## src/hw/rtl/lrv_pkg.sv

```systemverilog
// Shared types, register codes, reset values and the sine table builder
// for the lidar repulsion vector core. No dependencies.
`default_nettype none

package lrv_pkg;

   // Reset values of the configuration registers.
   localparam logic [15:0] RST_SAFETY_DISTANCE = 16'd1000;
   localparam logic [15:0] RST_MIN_DISTANCE    = 16'd180;
   localparam logic [26:0] RST_MIN_THRESHOLD   = 27'd1000;
   localparam logic [15:0] RST_GAIN_P          = 16'd128;
   localparam logic [15:0] RST_GAIN_D          = 16'd0;
   localparam logic [15:0] RST_START_ANGLE     = 16'd0;
   localparam logic [15:0] RST_ANGLE_STEP      = 16'd64;

   // Default build parameters.
   localparam int DEF_TRIG_TABLE_BITS = 10;
   localparam int DEF_QUEUE_DEPTH     = 4;

   // Width of the scan sums and their limits.
   localparam int SUM_W = 28;

   // pi/2 in Q30.
   localparam logic [63:0] PI_HALF_Q30 = 64'd1686629713;

   // Configuration register indexes.
   typedef enum logic [2:0] {
      REG_SAFETY_DISTANCE = 3'd0,
      REG_MIN_DISTANCE    = 3'd1,
      REG_MIN_THRESHOLD   = 3'd2,
      REG_GAIN_P          = 3'd3,
      REG_GAIN_D          = 3'd4,
      REG_START_ANGLE     = 3'd5,
      REG_ANGLE_STEP      = 3'd6
   } reg_index_type;

   // Configuration as seen by the front and back parts.
   typedef struct packed {
      logic [15:0] safety_distance;
      logic [15:0] min_distance;
      logic [26:0] min_threshold;
      logic [15:0] gain_p;
      logic [15:0] gain_d;
      logic [15:0] start_angle;
      logic [15:0] angle_step;
   } cfg_type;

   // One classified sample, passed from the front to the back.
   typedef struct packed {
      logic        hit;
      logic        last;
      logic [15:0] excess;
      logic [15:0] angle;
   } beat_type;

   // Queue fill status.
   typedef struct packed {
      logic full;
      logic empty;
   } q_status_type;

   // Quarter wave sine entry q in Q1.14 for a full circle of 2^tab_bits
   // entries. Only called with constant arguments, so it folds away.
   function automatic logic [14:0] quarter_entry(input int unsigned tab_bits,
                                                 input int unsigned q);
      logic [63:0]        x;
      logic [63:0]        x2;
      logic [63:0]        term;
      logic signed [63:0] s;
      x    = ((PI_HALF_Q30 * 64'd4 * 64'(q)) + (64'd1 << (tab_bits - 1))) >> tab_bits;
      x2   = (x * x) >> 30;
      term = x;
      s    = signed'(x);
      // Taylor series up to the x^13 term.
      term = ((term * x2) >> 30) / 64'd6;
      s    = s - signed'(term);
      term = ((term * x2) >> 30) / 64'd20;
      s    = s + signed'(term);
      term = ((term * x2) >> 30) / 64'd42;
      s    = s - signed'(term);
      term = ((term * x2) >> 30) / 64'd72;
      s    = s + signed'(term);
      term = ((term * x2) >> 30) / 64'd110;
      s    = s - signed'(term);
      term = ((term * x2) >> 30) / 64'd156;
      s    = s + signed'(term);
      if (s < 0) begin
         s = 0;
      end
      s = (s + 64'sd32768) >>> 16;
      if (s > 64'sd16384) begin
         s = 64'sd16384;
      end
      return s[14:0];
   endfunction

endpackage

`default_nettype wire

```

## src/hw/rtl/lrv_queue.sv

```systemverilog
// Short flip-flop queue between the front and back parts.
// Depends on lrv_pkg for the status struct.
`default_nettype none

module lrv_queue
   import lrv_pkg::*;
#(
   parameter int WIDTH = 34,
   parameter int DEPTH = DEF_QUEUE_DEPTH
) (
   input  wire logic             clock,
   input  wire logic             reset,
   input  wire logic             push,
   input  wire logic [WIDTH-1:0] push_data,
   input  wire logic             pop,
   output logic      [WIDTH-1:0] pop_data,
   output q_status_type          status
);

   localparam int IW = $clog2(DEPTH);
   localparam int CW = $clog2(DEPTH + 1);

   logic [WIDTH-1:0] mem_ff [DEPTH];
   logic [IW-1:0]    wr_ptr_ff;
   logic [IW-1:0]    wr_ptr_in;
   logic [IW-1:0]    rd_ptr_ff;
   logic [IW-1:0]    rd_ptr_in;
   logic [CW-1:0]    count_ff;
   logic [CW-1:0]    count_in;
   logic             do_push;
   logic             do_pop;

   assign status.full  = (count_ff == CW'(DEPTH));
   assign status.empty = (count_ff == '0);
   assign do_push      = push && !status.full;
   assign do_pop       = pop && !status.empty;
   assign pop_data     = mem_ff[rd_ptr_ff];

   // Pointer and fill count update.
   always_comb begin
      wr_ptr_in = wr_ptr_ff;
      rd_ptr_in = rd_ptr_ff;
      count_in  = count_ff;
      if (do_push) begin
         wr_ptr_in = (wr_ptr_ff == IW'(DEPTH - 1)) ? '0 : wr_ptr_ff + 1'b1;
      end
      if (do_pop) begin
         rd_ptr_in = (rd_ptr_ff == IW'(DEPTH - 1)) ? '0 : rd_ptr_ff + 1'b1;
      end
      if (do_push && !do_pop) begin
         count_in = count_ff + 1'b1;
      end else if (do_pop && !do_push) begin
         count_in = count_ff - 1'b1;
      end
   end

   always_ff @(posedge clock) begin
      if (reset) begin
         wr_ptr_ff <= '0;
         rd_ptr_ff <= '0;
         count_ff  <= '0;
      end else begin
         wr_ptr_ff <= wr_ptr_in;
         rd_ptr_ff <= rd_ptr_in;
         count_ff  <= count_in;
      end
   end

   // Storage needs no reset.
   always_ff @(posedge clock) begin
      if (do_push) begin
         mem_ff[wr_ptr_ff] <= push_data;
      end
   end

endmodule

`default_nettype wire

```

## config.mk

```make
export PLATFORM = sky130hd
export DESIGN_NAME = lrv_queue
export DESIGN_NICKNAME = d
export VERILOG_FILES = /design/src/hw/rtl/lrv_pkg.sv /design/src/hw/rtl/lrv_queue.sv
export SDC_FILE = /design/constraint.sdc
export NUM_CORES = 1
export LEC_CHECK = 0
export BUFFER_PORTS_ARGS = -buffer_cell sky130_fd_sc_hd__buf_2
export CAP_MARGIN = 10
export CORE_MARGIN = 2
export CORE_UTILIZATION = 55
export CTS_CLUSTER_SIZE = 10
export DETAILED_ROUTE_END_ITERATION = 10
export PLACE_DENSITY_LB_ADDON = 0.12
export SETUP_SLACK_MARGIN = 0.3
export SKIP_CTS_REPAIR_TIMING = 1
export SYNTH_ARGS = -nofsm -noshare
export SYNTH_HDL_FRONTEND = slang
export SYNTH_SLANG_ARGS = --single-unit
```

## constraint.sdc

```tcl
create_clock -name clock -period 4.3 [get_ports clock]
set_clock_uncertainty 0.2 [all_clocks]
set_input_delay 0 -clock clock [delete_from_list [all_inputs] [get_ports clock]]
set_output_delay 0 -clock clock [all_outputs]
set_load 0.05 [all_outputs]
```

Yosys cells after proc, flatten, opt, wreduce, memory -nomap -nowiden
Memories as Yosys holds them, arrays and structs flattened. A register that Yosys moved wholly into a read port is not among the register bits.
Index checks and enable logic that the tools add are counted.
- shifts and indexed selects: 0
- div/mod/pow operators: 0
- $add $sub $neg: 4
- order comparisons: 0
- reduce and logical (&&, ||, !) cells: 10
- multiplexer cells: 8
- bitwise gates (word level): 0
- multiply operators: 0
- eq/ne operators: 3
- operators with widths (operator ; count):
    $mux 2 ; 4
    $mux 3 ; 2
    $add 2x1->2 const B ; 2
    $eq 2x2->1 const B ; 2
    $logic_and 1x1->1 ; 4
    $logic_not 1->1 ; 4
    $add 3x1->3 const B ; 1
    $eq 3x3->1 const B ; 1
    $logic_not 3->1 ; 1
    $sub 3x1->3 const B ; 1
    $mux 1 ; 2
    $reduce_bool 2->1 ; 1
- memories kept: 1
- bits in registers: 7
- word-level logic and storage cells: 29
- ROM bits: 0
- RAM bits: 136
- output and inout bits: 36
- latch bits: 0
- input bits: 38
- memory list (name ; words ; width ; read ports ; clocked after memory_dff ; wr ports ; RTL line ; text):
    mem_ff ; 4 ; 34 ; 1 ; 1 ; 1 ; lrv_queue.sv:23 ; logic [WIDTH-1:0] mem_ff [DEPTH];

Longest topological paths before layout
- depth in word-level cells: 7
- depth in mapped cells: 10
- mapped depth without buffers: 9

Least setup slack after synthesis
No wires, ideal clock.
- kind: reg-to-reg
- start point: reg count_ff[0]
- end point: reg count_ff[2]
- setup time: 0.070 ns
- required time: 4.030 ns
- clock period less this slack: 2.477 ns
- slack: 1.823 ns
- cell stages (with the launch flop): 11
- arrival time: 2.207 ns
- path buffers: 1
- path through: dfxtp_1 -> or3b_1 -> buf_6 -> clkinv_4 -> nor2_2 -> ha_1 -> inv_1 -> fa_1 -> xor2_1 -> or3_2 -> a21oi_1
- RTL lines (element ; RTL line ; text):
    start: declaration ; lrv_queue.sv:28 ; logic [CW-1:0] count_ff;
    start signal: assignment ; lrv_queue.sv:65 ; count_ff <= count_in;

==> flow_summary.toml <==
[drt]
wire_per_inst_um = 18.44
viasPerCell = 5.194
drt_iter0_markers = 113
num_vias = 2571
first_pass_iters = 4
wirelength_um = 9129
antenna_left = 0
route.detailed.drc = 0

[setup_path]
crit_required_ns = 4.10
crit_arrival_ns = 2.62
crit_fanout = 24
end_kind = "primary output"
start_kind = "register"
critPathKind = "register to primary output"

[timing]
period_minus_slack_ns = 2.819
setup_tns_ns = 0
setup_violations = 0
tightest_slew_ns = 0.9276
hold_violations = 0
fmax_mhz = 354.8
rsz0062_at_grt = "no"
min_period_over_period_pct = 65.55
slew_violations = 0
relSlewSlack_pct = 38.16

[cts]
cts_buffers = 17
cts_sinks = 145
insertion_delay_ns = 0.51
cts.htree.levels = 4
clkTransAtPathRegs_ns = 0.06
cts_tree = "yes"
cts_buffer_depth = 2
cts-root-buf = "clkbuf_8"

[place]
place_area_um2 = 5872
gp_congestion = 0.7407
place.port_buffers = 73
hpwl_um = 5048

[floorplan]
die_w_um = 103.1
core_area_um2 = 9639
dieArea_um2 = 10620
io_pins = 74
initial_utilization_pct = 56.00
num_rows = 36
die_height_um = 103.1

[synth]
synth_top_family_by_area = "multiplexers"
yosysWarnings = 0
yosysSeqAreaShare_pct = 79.00
synth_seq_cells = 145
synthCells = 228
synth-compound-area-share_pct = 0.9272
syn_nets = 273
muxShareOfSynthArea_pct = 14.56
ys_types = 26
synth_xor_area_share_pct = 0.3245
synth_area_leader_cell = "edfxtp_1"
netlist.area_leader.share_pct = 75.66
yosys.area_share.adder_pct = 1.762
synth_area_leaders = "edfxtp_1 (76%), mux4_2 (14%), dfxtp_1 (3.3%), ha_1 (1.4%), and3_2 (0.56%)"
syn-mean-instance-area_um2 = 23.67
synth-simple-area-share_pct = 1.739
syn_area_um2 = 5398

[power_and_ir_drop]
power.density_nw_per_um2 = 639.0
leakagePower_nw = 2.372
vdd.ir_drop.worst_mv = 0.4105

[global_route]
grt_max_degree = 35
grt_pass1_wl_um = 12930
antenna_found_initial = 0
grt_pass1_vias = 2561
overflow = 0
grt_use_total_pct = 17.49

[final_layout]
syn_to_final_growth_pct = 26.17
final_common_cell = "edfxtp_1"
final_cell_area_um2 = 6810
drive_gt1_share_pct = 40.88
antenna_cells = 0
mostFrequentLayoutCells = "edfxtp_1 (136), buf_2 (73), dlygate4sd3_1 (38), mux4_2 (34), clkbuf_16 (16)"
nets = 394

[run_status]
outcome = "completed"

[job]
drv_cap = 0

[worst_hold_path]
hold_class = "input port to register"
-- worst max-delay path, cell delays in order, from the launching register on --
cell and delay [ns]:
dfxtp_2 0.91, buf_4 0.39, mux4_2 0.55, buf_2 0.23
-- final timing paths --
check,endpoint,depth (start not counted),slack (ns),from
worst max-delay path,pop_data[24],3,1.48,register
worst min-delay path,mem_ff[0][19],2,0.04,push_data[19]
worst min register to register,register,2,0.31,rd_ptr_ff[0]
worst max register to register,count_ff[1],9,1.53,count_ff[2]
-- synthesized netlist by cell type --
cell      count
edfxtp_1    136
mux4_2       34
dfxtp_1       9
ha_1          6
and3_2        4
inv_1         4
a21oi_1       3
buf_2         3
buf_4         3
nor2_1        3
buf_6         2
clkbuf_1      2
mux2i_1       2
nand3_1       2
nor3_1        2
o31ai_2       2
xor2_1        2
clkinv_4      1
fa_1          1
nand2_1       1
nor2_2        1
o21ai_0       1
o21ai_1       1
or3_1         1
or3_2         1
or3b_1        1
-- flip-flops by register name, summed over array words and instances, names as in the netlist, named ones only --
name       cells
rd_ptr_ff      2
wr_ptr_ff      2
count_ff       3
mem_ff       136
-- cell type report --
class / instances / area [um^2]
Clock buffer: 19 / 421.7
Clock inverter: 13 / 136.4
Multi-Input combinational cell: 68 / 1042
Fill cell: 628 / 2829
Tap cell: 133 / 166.4
Inverter: 5 / 23.77
Sequential cell: 145 / 4267
Timing Repair Buffer: 112 / 753.2
-- cell families after synthesis --
group | after synthesis
DFF | 145
and+or+nand+nor | 16
xor gates and xnor gates | 2
AOI/OAI and AO/OA | 7
buffers and inverters | 15
muxes | 36
adders and majority gates | 7
-- routing by layer --
metal	up-vias	track usage [%]	share of wire, %
met2	54	29.77	53
met3	11	5.492	3.7
li1	1199	-	-
met1	1307	20.43	42
met4	0	7.996	1.1
met5	-	0	0
-- where the power goes --
part / switching (mW) / total [mW] / internal, mW
Clock: 0.545 / 1.37 / 0.824
Sequential: 0.113 / 1.83 / 1.71
Combinational: 0.769 / 1.16 / 0.388
-- stage by stage --
| stage | util (%) | instances | power (mW) | hold WS (ns) | worst slack [ns] |
|---|---|---|---|---|---|
| floorplan | - | 228 | 2.751 | -0.1011 | 1.823 |
| global placement | 60.92 | 425 | 2.975 | 0.01276 | 1.799 |
| detailed placement | 60.92 | 425 | 2.998 | 0.01667 | 1.699 |
| CTS | 66.71 | 457 | 4.365 | -0.5283 | 1.365 |
| global route | 70.65 | 495 | 4.531 | 0.03182 | 1.250 |
| finish | 70.65 | 495 | 4.352 | 0.04092 | 1.481 |
Note: power is estimated with default switching activity, not from simulation.
