<file path="src/hw/rtl/lrv_pkg.sv">
// Shared types, register codes, reset values and the sine table builder
// for the lidar repulsion vector core. No dependencies.
`default_nettype none

package lrv_pkg;

   // Reset values of the configuration registers.
   localparam logic [15:0] RST_SAFETY_DISTANCE = 16'd1000;
   localparam logic [15:0] RST_MIN_DISTANCE    = 16'd180;
   localparam logic [26:0] RST_MIN_THRESHOLD   = 27'd1000;
   localparam logic [15:0] RST_GAIN_P          = 16'd128;
   localparam logic [15:0] RST_GAIN_D          = 16'd0;
   localparam logic [15:0] RST_START_ANGLE     = 16'd0;
   localparam logic [15:0] RST_ANGLE_STEP      = 16'd64;

   // Default build parameters.
   localparam int DEF_TRIG_TABLE_BITS = 10;
   localparam int DEF_QUEUE_DEPTH     = 4;

   // Width of the scan sums and their limits.
   localparam int SUM_W = 28;

   // pi/2 in Q30.
   localparam logic [63:0] PI_HALF_Q30 = 64'd1686629713;

   // Configuration register indexes.
   typedef enum logic [2:0] {
      REG_SAFETY_DISTANCE = 3'd0,
      REG_MIN_DISTANCE    = 3'd1,
      REG_MIN_THRESHOLD   = 3'd2,
      REG_GAIN_P          = 3'd3,
      REG_GAIN_D          = 3'd4,
      REG_START_ANGLE     = 3'd5,
      REG_ANGLE_STEP      = 3'd6
   } reg_index_type;

   // Configuration as seen by the front and back parts.
   typedef struct packed {
      logic [15:0] safety_distance;
      logic [15:0] min_distance;
      logic [26:0] min_threshold;
      logic [15:0] gain_p;
      logic [15:0] gain_d;
      logic [15:0] start_angle;
      logic [15:0] angle_step;
   } cfg_type;

   // One classified sample, passed from the front to the back.
   typedef struct packed {
      logic        hit;
      logic        last;
      logic [15:0] excess;
      logic [15:0] angle;
   } beat_type;

   // Queue fill status.
   typedef struct packed {
      logic full;
      logic empty;
   } q_status_type;

   // Quarter wave sine entry q in Q1.14 for a full circle of 2^tab_bits
   // entries. Only called with constant arguments, so it folds away.
   function automatic logic [14:0] quarter_entry(input int unsigned tab_bits,
                                                 input int unsigned q);
      logic [63:0]        x;
      logic [63:0]        x2;
      logic [63:0]        term;
      logic signed [63:0] s;
      x    = ((PI_HALF_Q30 * 64'd4 * 64'(q)) + (64'd1 << (tab_bits - 1))) >> tab_bits;
      x2   = (x * x) >> 30;
      term = x;
      s    = signed'(x);
      // Taylor series up to the x^13 term.
      term = ((term * x2) >> 30) / 64'd6;
      s    = s - signed'(term);
      term = ((term * x2) >> 30) / 64'd20;
      s    = s + signed'(term);
      term = ((term * x2) >> 30) / 64'd42;
      s    = s - signed'(term);
      term = ((term * x2) >> 30) / 64'd72;
      s    = s + signed'(term);
      term = ((term * x2) >> 30) / 64'd110;
      s    = s - signed'(term);
      term = ((term * x2) >> 30) / 64'd156;
      s    = s + signed'(term);
      if (s < 0) begin
         s = 0;
      end
      s = (s + 64'sd32768) >>> 16;
      if (s > 64'sd16384) begin
         s = 64'sd16384;
      end
      return s[14:0];
   endfunction

endpackage

`default_nettype wire

</file>
<file path="src/hw/rtl/lrv_front.sv">
// Front part: accepts range samples, tracks the beam angle and classifies
// each sample as a hit or not. Depends on lrv_pkg.
`default_nettype none

module lrv_front
   import lrv_pkg::*;
(
   input  wire logic        clock,
   input  wire logic        reset,
   input  wire cfg_type     cfg,
   input  wire logic        req_valid,
   output logic             req_stall,
   input  wire logic [15:0] req_range_mm,
   input  wire logic        req_last,
   input  wire logic        q_full,
   output logic             push,
   output beat_type         push_beat
);

   logic [15:0] beam_ff;
   logic [15:0] beam_in;
   logic        accept;

   // The queue decides whether a beat can be taken.
   assign req_stall = q_full;
   assign accept    = req_valid && !q_full;
   assign push      = accept;

   // Classify the sample and tag it with its beam angle.
   always_comb begin
      push_beat.hit    = (req_range_mm > cfg.min_distance) &&
                         (req_range_mm < cfg.safety_distance);
      push_beat.last   = req_last;
      push_beat.excess = cfg.safety_distance - req_range_mm;
      push_beat.angle  = cfg.start_angle + beam_ff;
   end

   // Beam offset advances per sample and restarts after the last one.
   always_comb begin
      beam_in = beam_ff;
      if (accept) begin
         beam_in = req_last ? 16'd0 : beam_ff + cfg.angle_step;
      end
   end

   always_ff @(posedge clock) begin
      if (reset) begin
         beam_ff <= 16'd0;
      end else begin
         beam_ff <= beam_in;
      end
   end

endmodule

`default_nettype wire

</file>
<file path="config.mk">
export PLATFORM = sky130hd
export DESIGN_NAME = lrv_front
export DESIGN_NICKNAME = d
export VERILOG_FILES = /design/src/hw/rtl/lrv_pkg.sv /design/src/hw/rtl/lrv_front.sv
export SDC_FILE = /design/constraint.sdc
export NUM_CORES = 1
export LEC_CHECK = 0
export BUFFER_PORTS_ARGS = -buffer_cell sky130_fd_sc_hd__buf_4
export CORE_UTILIZATION = 40
export CTS_CLUSTER_SIZE = 25
export DETAILED_ROUTE_END_ITERATION = 12
export PLACE_DENSITY = 0.74
export RECOVER_POWER = 50
export SLEW_MARGIN = 20
export SYNTH_ARGS = -nofsm -noshare
export SYNTH_HDL_FRONTEND = slang
export SYNTH_SLANG_ARGS = --single-unit
export TNS_END_PERCENT = 100
</file>
<file path="constraint.sdc">
create_clock -name clock -period 3.5 [get_ports clock]
set_input_delay 0.175 -clock clock [delete_from_list [all_inputs] [get_ports clock]]
set_output_delay 0.175 -clock clock [all_outputs]
set_load 0.02 [all_outputs]
</file>
Word-level counts from Yosys, hierarchy flattened --
Cells that the tools add are included.
Storage, ports and cells: register bits after elaboration 16, output and inout bits 36, logic and storage cells 10
Operators by class: add/sub/neg operators 3, magnitude comparators 2, muxes and demuxes 1, reductions and logical operators 3
Operator list (number):
- adder 16 bit | 2
- > comparator 16 bit | 1
- less-than comparator 16 bit | 1
- two-way mux 16 bit | 1
- subtractor 16 bit | 1
- logical AND 1 bit | 2
- zero test 1 bit | 1

Longest topological paths before layout --
Gate-level depths: netlist of the first run.
depth after elaboration 2, gate-level depth with buffers 10, gate-level depth less buffers 10

Least setup slack after synthesis of the first run --
No wires, ideal clock.
kind input -> output, start point input port cfg[107] in the netlist's numbering, end point output port push_beat[33] in the netlist's numbering, arrival time 2.333 ns, required time 3.325 ns, path slack 0.992 ns, stages 9, cell sequence inv_1 ha_1 fa_1 nor2b_1 o31a_1 o211ai_1 a21oi_1 a41oi_1 nor4_1
RTL lines:
- start: declaration | RTL line lrv_front.sv:10 | input wire cfg_type cfg,
- end: declaration | RTL line lrv_front.sv:17 | output beat_type push_beat

==> impl_metrics.csv, run 1 <==
group,metric,value,unit
outcome,run_status,"finished clean",
place,dpl_worst_slack,0.796,ns
synthesis,count_of_flip_flops_with_a_built_in_enable_after_synthesis,0,
synthesis,number_of_storage_elements_in_the_synthesis_netlist,16,
flow_run,max_cap_violations,0,
final_layout,largest_reg_flops,16,
sta,fin_crit,2.99,ns
synthesis,netlist.top_cell.by_area,"ha_1",
sta,fin_skew,0.00208,ns
critical_path,worst_r2r_endpoint,"beam_ff[13]",
sta,maxSlewHeadroom,56.6,%
floorplanning,core_region_area,7330,um2
cts,tritoncts,"yes",
place,gp_congestion,0.884,
floorplanning,io_pins,180,
power_and_ir_drop,leakage_power_figure,2.13,nW
synthesis,synth_area_leaders,"ha_1, dfxtp_1, xnor2_1",
global_routing,grt.total_usage,20.8,%
synthesis,synth.net_count,611,
final_layout,drive_gt1_share,22.0,%
synthesis,syn_inst,402,
place,placement.io_buffers,120,
cts,post_cts_resize_count,0,
critical_path,timing.critical_path.mode_cell,"nor2_1",
route,detail_route.wirelength,8170,um
route,routed_via_density,5.23,
place,place_hpwl,7060,um
final_layout,utilization,55.0,%
global_routing,globalRoute.totalOverflow,0,
synthesis,syn-mean-instance-area,7.60,um2
route,drtIter0Drc,84,
cts,cts_inserted_buffers,3,
worst_hold_path,holdCritPathClass,"in -> reg",
worst_hold_path,holdCritStartpoint,"reset",
sta,final.period_utilization,85.5,%
synthesis,seq_area_frac_synth,10.5,%
critical_path,setup.worst_path.class,"reg -> out",
critical_path,timing.critical_path.cells,"ha_1 > fa_1 > a211oi_1 > nor2_1 > o211ai_1 > a31oi_1 > o21a_1 > nor2_1 > xnor2_1 > buf_4",
route,routed_length_on_met1,4020,um
final_layout,antennaDiodeCount,0,
synthesis,synthMostInstantiatedCell,"ha_1",
critical_path,crit_path_start_kind,"flop",
sta,final.setup.tns,0,ns
route,antenna_left,0,
critical_path,crit_slowest_cell,"fa_1",
final_layout,largestRegisters,"beam_ff x16",
route,wire_per_inst,13.2,um
cts,cts_sinks,16,
floorplanning,die_area,7990,um2
cts,cts.root.buffer_cell,"clkbuf_8",
cts,hold_buffers,0,
route,detailroute.wirelength.met2,3620,um
final_layout,syn_to_final_growth,32.0,%
cts,cts.repair_timing.setup_buffer_count,0,
global_routing,first_pass_grt_wire_length,13100,um
critical_path,r2r_setup_slack,1.17,ns
critical_path,worstRegToRegCells,8,
cts,h_tree_depth_reported_by_cts,1,
synthesis,post_synth_instance_area,3050,um2
critical_path,crit_required,3.32,ns
synthesis,share_of_synthesized_flip_flops_with_an_asynchronous_set_or_reset,0,%
sta,total_of_endpoints_with_negative_setup_slack_in_the_final_report,0,
synthesis,synth_ff_type,"dfxtp_1",
sta,report.final.hold_viol_count,0,
floorplanning,die_height,89.4,um
power_and_ir_drop,worst_vdd_ir,143,uV
global_routing,grt_antenna_before_repair,0,
route,drcViolationCount,0,
route,highest_layer,"met4",
sta,grt_setup_unrepaired,"no",
synthesis,post_synth_top_area_share,25.4,%
cts,clock_latency_on_the_worst_skew_pair,0.26,ns
critical_path,cp-end-kind,"primary output",
critical_path,worstPathArrival,2.82,ns
power_and_ir_drop,power_density,235,nW/um2
synthesis,yosysWarningCount,0,
floorplanning,placementRows,31,
power_and_ir_drop,totalPowerFinal,947,uW
route,met3_length,436,um
route,first_pass_iters,4,
route,detailroute.via_count,3234,
sta,tightest_slew,0.649,ns
final_layout,nNetsFinal,729,
sta,maxSlewViolCount,0,
final_layout,largest-register,"beam_ff",
global_routing,grt_start_max_net_pins,18,
synthesis,synth.cells.most_frequent,"ha_1, inv_1, nor2_1, a21oi_1, o21ai_0",
cts,worst_path_clk_slew,0.07,ns
synthesis,yosys.cell_types.count,50,
floorplanning,dieWidth,89.4,um
critical_path,critical_path.max_fanout,3,
sta,layout_setup_ws,0.509,ns
global_routing,first_global_vias,3065,
cts,ctsLongestPathBuffers,2,
floorplanning,initial_cell_density_of_the_core,41.7,%
final_layout,num-fill-cells,717,
sta,clock.fmax,334,MHz
critical_path,cpPeakStageDelay,0.44,ns
worst_hold_path,end_of_the_worst_hold_path,"beam_ff[1]",
critical_path,r2r-start,"beam_ff[6]",
worst_hold_path,hold-path-cell-count,2,
==> per-stage QoR <==
| stage | hold slack (ns) | instance area (um2) | std cells |
|---|---|---|---|
| after floorplan | 0.406 | 3050 | 402 |
| after detailed placement | 0.448 | 4050 | 614 |
| after CTS | 0.173 | 4100 | 618 |
| after global routing | 0.170 | 4030 | 618 |
| final | 0.174 | 4030 | 618 |
| after global placement | 0.442 | 4050 | 614 |
==> placed cells by master, fill, tap and decap left out, types with 5 or more instances in the layout <==
cell type,synthesis,final
xnor2_1,20,20
buf_4,2,104
nand3_1,7,7
a21o_1,21,21
o21ai_0,23,24
dfxtp_1,16,16
nor2b_1,12,12
o211ai_1,6,6
a211oi_1,7,7
clkbuf_1,5,16
nand2_1,21,21
ha_1,62,62
nor2_1,31,31
o21a_1,9,9
a21oi_1,30,31
a31oi_1,5,5
nand2b_1,5,5
nor3_1,11,11
xor2_1,14,14
inv_1,45,45
==> power breakdown <==
part | total, mW | internal, mW | switching [mW] | leakage [nW]
sequential | 0.196 | 0.189 | 0.00689 | 0.130
clock | 0.172 | 0.100 | 0.0717 | 0.0288
combinational | 0.579 | 0.267 | 0.312 | 1.98
total | 0.947 | 0.556 | 0.391 | 2.13
==> worst max-delay path: cells and delay by family (launching register included) <==
kind            cells  cell delay [ns]
simple gates        2             0.24
compound gates      4             1.00
xor+xnor            1             0.14
buf+inv             1             0.16
flops               1             0.33
fa+ha+maj           2             0.68
==> routing by layer <==
layer	GRT usage (%)	vias up
li1	-	1693
met1	27.9	1445
met2	34.8	85
met3	3.88	11
met4	4.47	0
met5	0	-
==> worst max-delay path by stage <==
stage,depth (start not counted),slack (ns),to,from
floorplan,9,0.99,push_beat[33],cfg[107]
global placement,10,0.82,push_beat[14],beam_ff[0]
detailed placement,10,0.80,push_beat[14],beam_ff[0]
CTS,10,0.50,push_beat[14],beam_ff[0]
global route,10,0.22,push_beat[14],beam_ff[0]
finish,10,0.51,push_beat[14],beam_ff[0]
==> layout make-up <==
cell class | instances | area [um2] | share of cell area (%)
multi-input combinational | 334 | 2520 | 62.6
inverter | 45 | 169 | 4.19
timing repair buffer | 120 | 841 | 20.9
clock buffer | 4 | 55.1 | 1.37
sequential | 16 | 320 | 7.95
tap | 99 | 124 | 3.07
==> logic make-up after synthesis <==
kind of cell / share of synthesized area [%]
AO/OA/AOI/OAI: 28.2
AND/OR/NAND/NOR: 17.2
adder cells (fa/ha/maj): 27.4
buffers and inverters: 6.64
XOR/XNOR: 9.75
flip-flops: 10.5
multiplexers: 0.328
Note: power is estimated with default switching activity, not from simulation.
==> run 2: changes to the inputs <==
--- a/config.mk
+++ b/config.mk
@@ -10,7 +10,6 @@
 export CTS_CLUSTER_SIZE = 25
 export DETAILED_ROUTE_END_ITERATION = 12
 export PLACE_DENSITY = 0.74
-export RECOVER_POWER = 50
 export SLEW_MARGIN = 20
 export SYNTH_ARGS = -nofsm -noshare
 export SYNTH_HDL_FRONTEND = slang
==> run 2 against run 1 <==
  * Worst setup slack got worse by 0.0025 ns
  * Sequential share of layout area fell by 0.14 points
  * Non-clock buffer count did not move
  * Hold slack got worse by 0.0053 ns
  * Clock power barely moved
  * Sequential cell count did not move
  * Sequential power barely moved
  * Global-route usage did not move
==> impl_metrics.csv, run 2 (same netlist as run 1, synthesis figures left out) <==
group,metric,value,unit
route,detail_route.wirelength,8190,um
critical_path,cp-end-kind,"primary output",
route,drtIter0Drc,72,
place,placement.cell_area,4050,um2
sta,report.final.hold_viol_count,0,
critical_path,timing.critical_path.cells,"ha_1 > fa_1 > a211oi_1 > nor2_1 > o211ai_1 > a31oi_1 > o21a_1 > nor2_1 > xnor2_1 > buf_4",
power_and_ir_drop,sw_frac_of_total,40.6,%
global_routing,first_global_vias,3065,
worst_hold_path,holdCritPathClass,"in -> reg",
global_routing,globalRoute.totalOverflow,0,
critical_path,critical_path.max_fanout,3,
final_layout,largest_reg_flops,16,
power_and_ir_drop,power_density,237,nW/um2
power_and_ir_drop,comb_power_share,61.9,%
power_and_ir_drop,worst_vdd_ir,149,uV
final_layout,nNetsFinal,729,
sta,maxSlewViolCount,0,
critical_path,crit_path_start_kind,"flop",
critical_path,cpPeakStageDelay,0.44,ns
floorplanning,io_pins,180,
cts,cts.repair_timing.setup_buffer_count,0,
route,drcViolationCount,0,
final_layout,most-common-layout-cells,"buf_4, ha_1, inv_1, nor2_1, a21oi_1",
final_layout,largestRegisters,"beam_ff x16",
global_routing,grt_start_max_net_pins,18,
sta,tightest_slew,0.644,ns
sta,layout_setup_ws,0.507,ns
critical_path,crit_required,3.32,ns
cts,cts_inserted_buffers,3,
route,first_pass_iters,4,
route,wire_per_inst,13.2,um
final_layout,drive_gt1_share,25.4,%
sta,maxSlewHeadroom,56.9,%
critical_path,setup.worst_path.class,"reg -> out",
power_and_ir_drop,seq_power_share,20.2,%
floorplanning,placementRows,31,
floorplanning,core_region_area,7330,um2
outcome,run_status,"finished clean",
route,antenna_left,0,
global_routing,first_pass_grt_wire_length,13100,um
sta,clock.fmax,334,MHz
critical_path,critical_path.top_delay_family,"compound AO/OA/AOI/OAI gates",
place,gp_congestion,0.884,
final_layout,antennaDiodeCount,0,
cts,h_tree_depth_reported_by_cts,1,
sta,fin_crit,2.99,ns
place,placement.io_buffers,120,
route,routed_via_density,5.24,
power_and_ir_drop,cell_internal_pwr,577,uW
place,place_hpwl,7060,um
floorplanning,dieWidth,89.4,um
sta,grt_setup_unrepaired,"no",
floorplanning,initial_cell_density_of_the_core,41.7,%
cts,cts_sinks,16,
sta,final.setup.tns,0,ns
power_and_ir_drop,part_of_the_power_in_the_clock_network,17.9,%
sta,total_of_endpoints_with_negative_setup_slack_in_the_final_report,0,
cts,post_cts_resize_count,0,
global_routing,grt_antenna_before_repair,0,
place,dpl_worst_slack,0.796,ns
cts,hold_buffers,0,
sta,final.period_utilization,85.5,%
power_and_ir_drop,leakage_power_figure,2.19,nW
cts,worst_path_clk_slew,0.07,ns
global_routing,grt.total_usage,20.8,%
power_and_ir_drop,netSwitchingPower,394,uW
floorplanning,die_area,7990,um2
route,detailroute.via_count,3237,
final_layout,largest-register,"beam_ff",
final_layout,layout.cells.most_common,"buf_4",
critical_path,crit_slowest_cell,"fa_1",
flow_run,max_cap_violations,0,
cts,clock_latency_on_the_worst_skew_pair,0.26,ns
critical_path,number_of_buffers_and_inverters_on_the_critical_path,1,
cts,ctsLongestPathBuffers,2,
sta,fin_skew,0.00450,ns
critical_path,worstPathArrival,2.82,ns
floorplanning,die_height,89.4,um
critical_path,timing.critical_path.mode_cell,"nor2_1",
final_layout,syn_to_final_growth,34.2,%
cts,cts.root.buffer_cell,"clkbuf_8",
final_layout,final_area,4100,um2
cts,tritoncts,"yes",
-- run 2: cell count changes in the layout (fill, tap and decap cells not counted), sizes merged --
cell	change
clkbuf	-16
buf	+16
-- run 2: metal layers --
metal | wire length (um) | up-vias | track usage [%]
met5 | 0 | - | 0
met4 | 108 | 0 | 4.47
met3 | 450 | 13 | 3.88
met2 | 3610 | 89 | 34.8
met1 | 4020 | 1447 | 27.9
li1 | - | 1688 | -
-- run 2: path summary, 6_finish.rpt --
check	start	end	slack [ns]	cells past startpoint
setup / recovery	beam_ff[0]	push_beat[14]	0.51	10
hold / removal	reset	beam_ff[1]	0.17	2
setup reg to reg	beam_ff[6]	beam_ff[13]	1.22	8
hold reg to reg	beam_ff[10]	beam_ff[10]	0.49	2
-- run 2: metrics by stage --
stage / hold slack [ns] / power, mW / util [%] / std cells
4_1_cts: 0.173 / 0.975 / 55.9 / 618
3_5_place_dp: 0.448 / 0.800 / 55.2 / 614
5_1_grt: 0.170 / 1.04 / 55.9 / 618
3_3_place_gp: 0.442 / 0.788 / 55.2 / 614
2_1_floorplan: 0.406 / 0.567 / - / 402
6_report: 0.168 / 0.971 / 55.9 / 618
-- run 2: layout make-up --
| type | count | area [um2] |
|---|---|---|
| Sequential cell | 16 | 320 |
| Multi-Input combinational cell | 334 | 2530 |
| Tap cell | 99 | 124 |
| Fill cell | 696 | 3230 |
| Timing Repair Buffer | 120 | 901 |
| Inverter | 45 | 169 |
| Clock buffer | 4 | 55.1 |
-- run 2: power groups by stage --
stage          combinational (mW)  clock (mW)  sequential [mW]
2_1_floorplan               0.369           0            0.198
3_3_place_gp                0.588           0            0.200
3_5_place_dp                0.600           0            0.200
4_1_cts                     0.603       0.176            0.196
5_1_grt                     0.662       0.184            0.197
6_report                    0.601       0.174            0.196
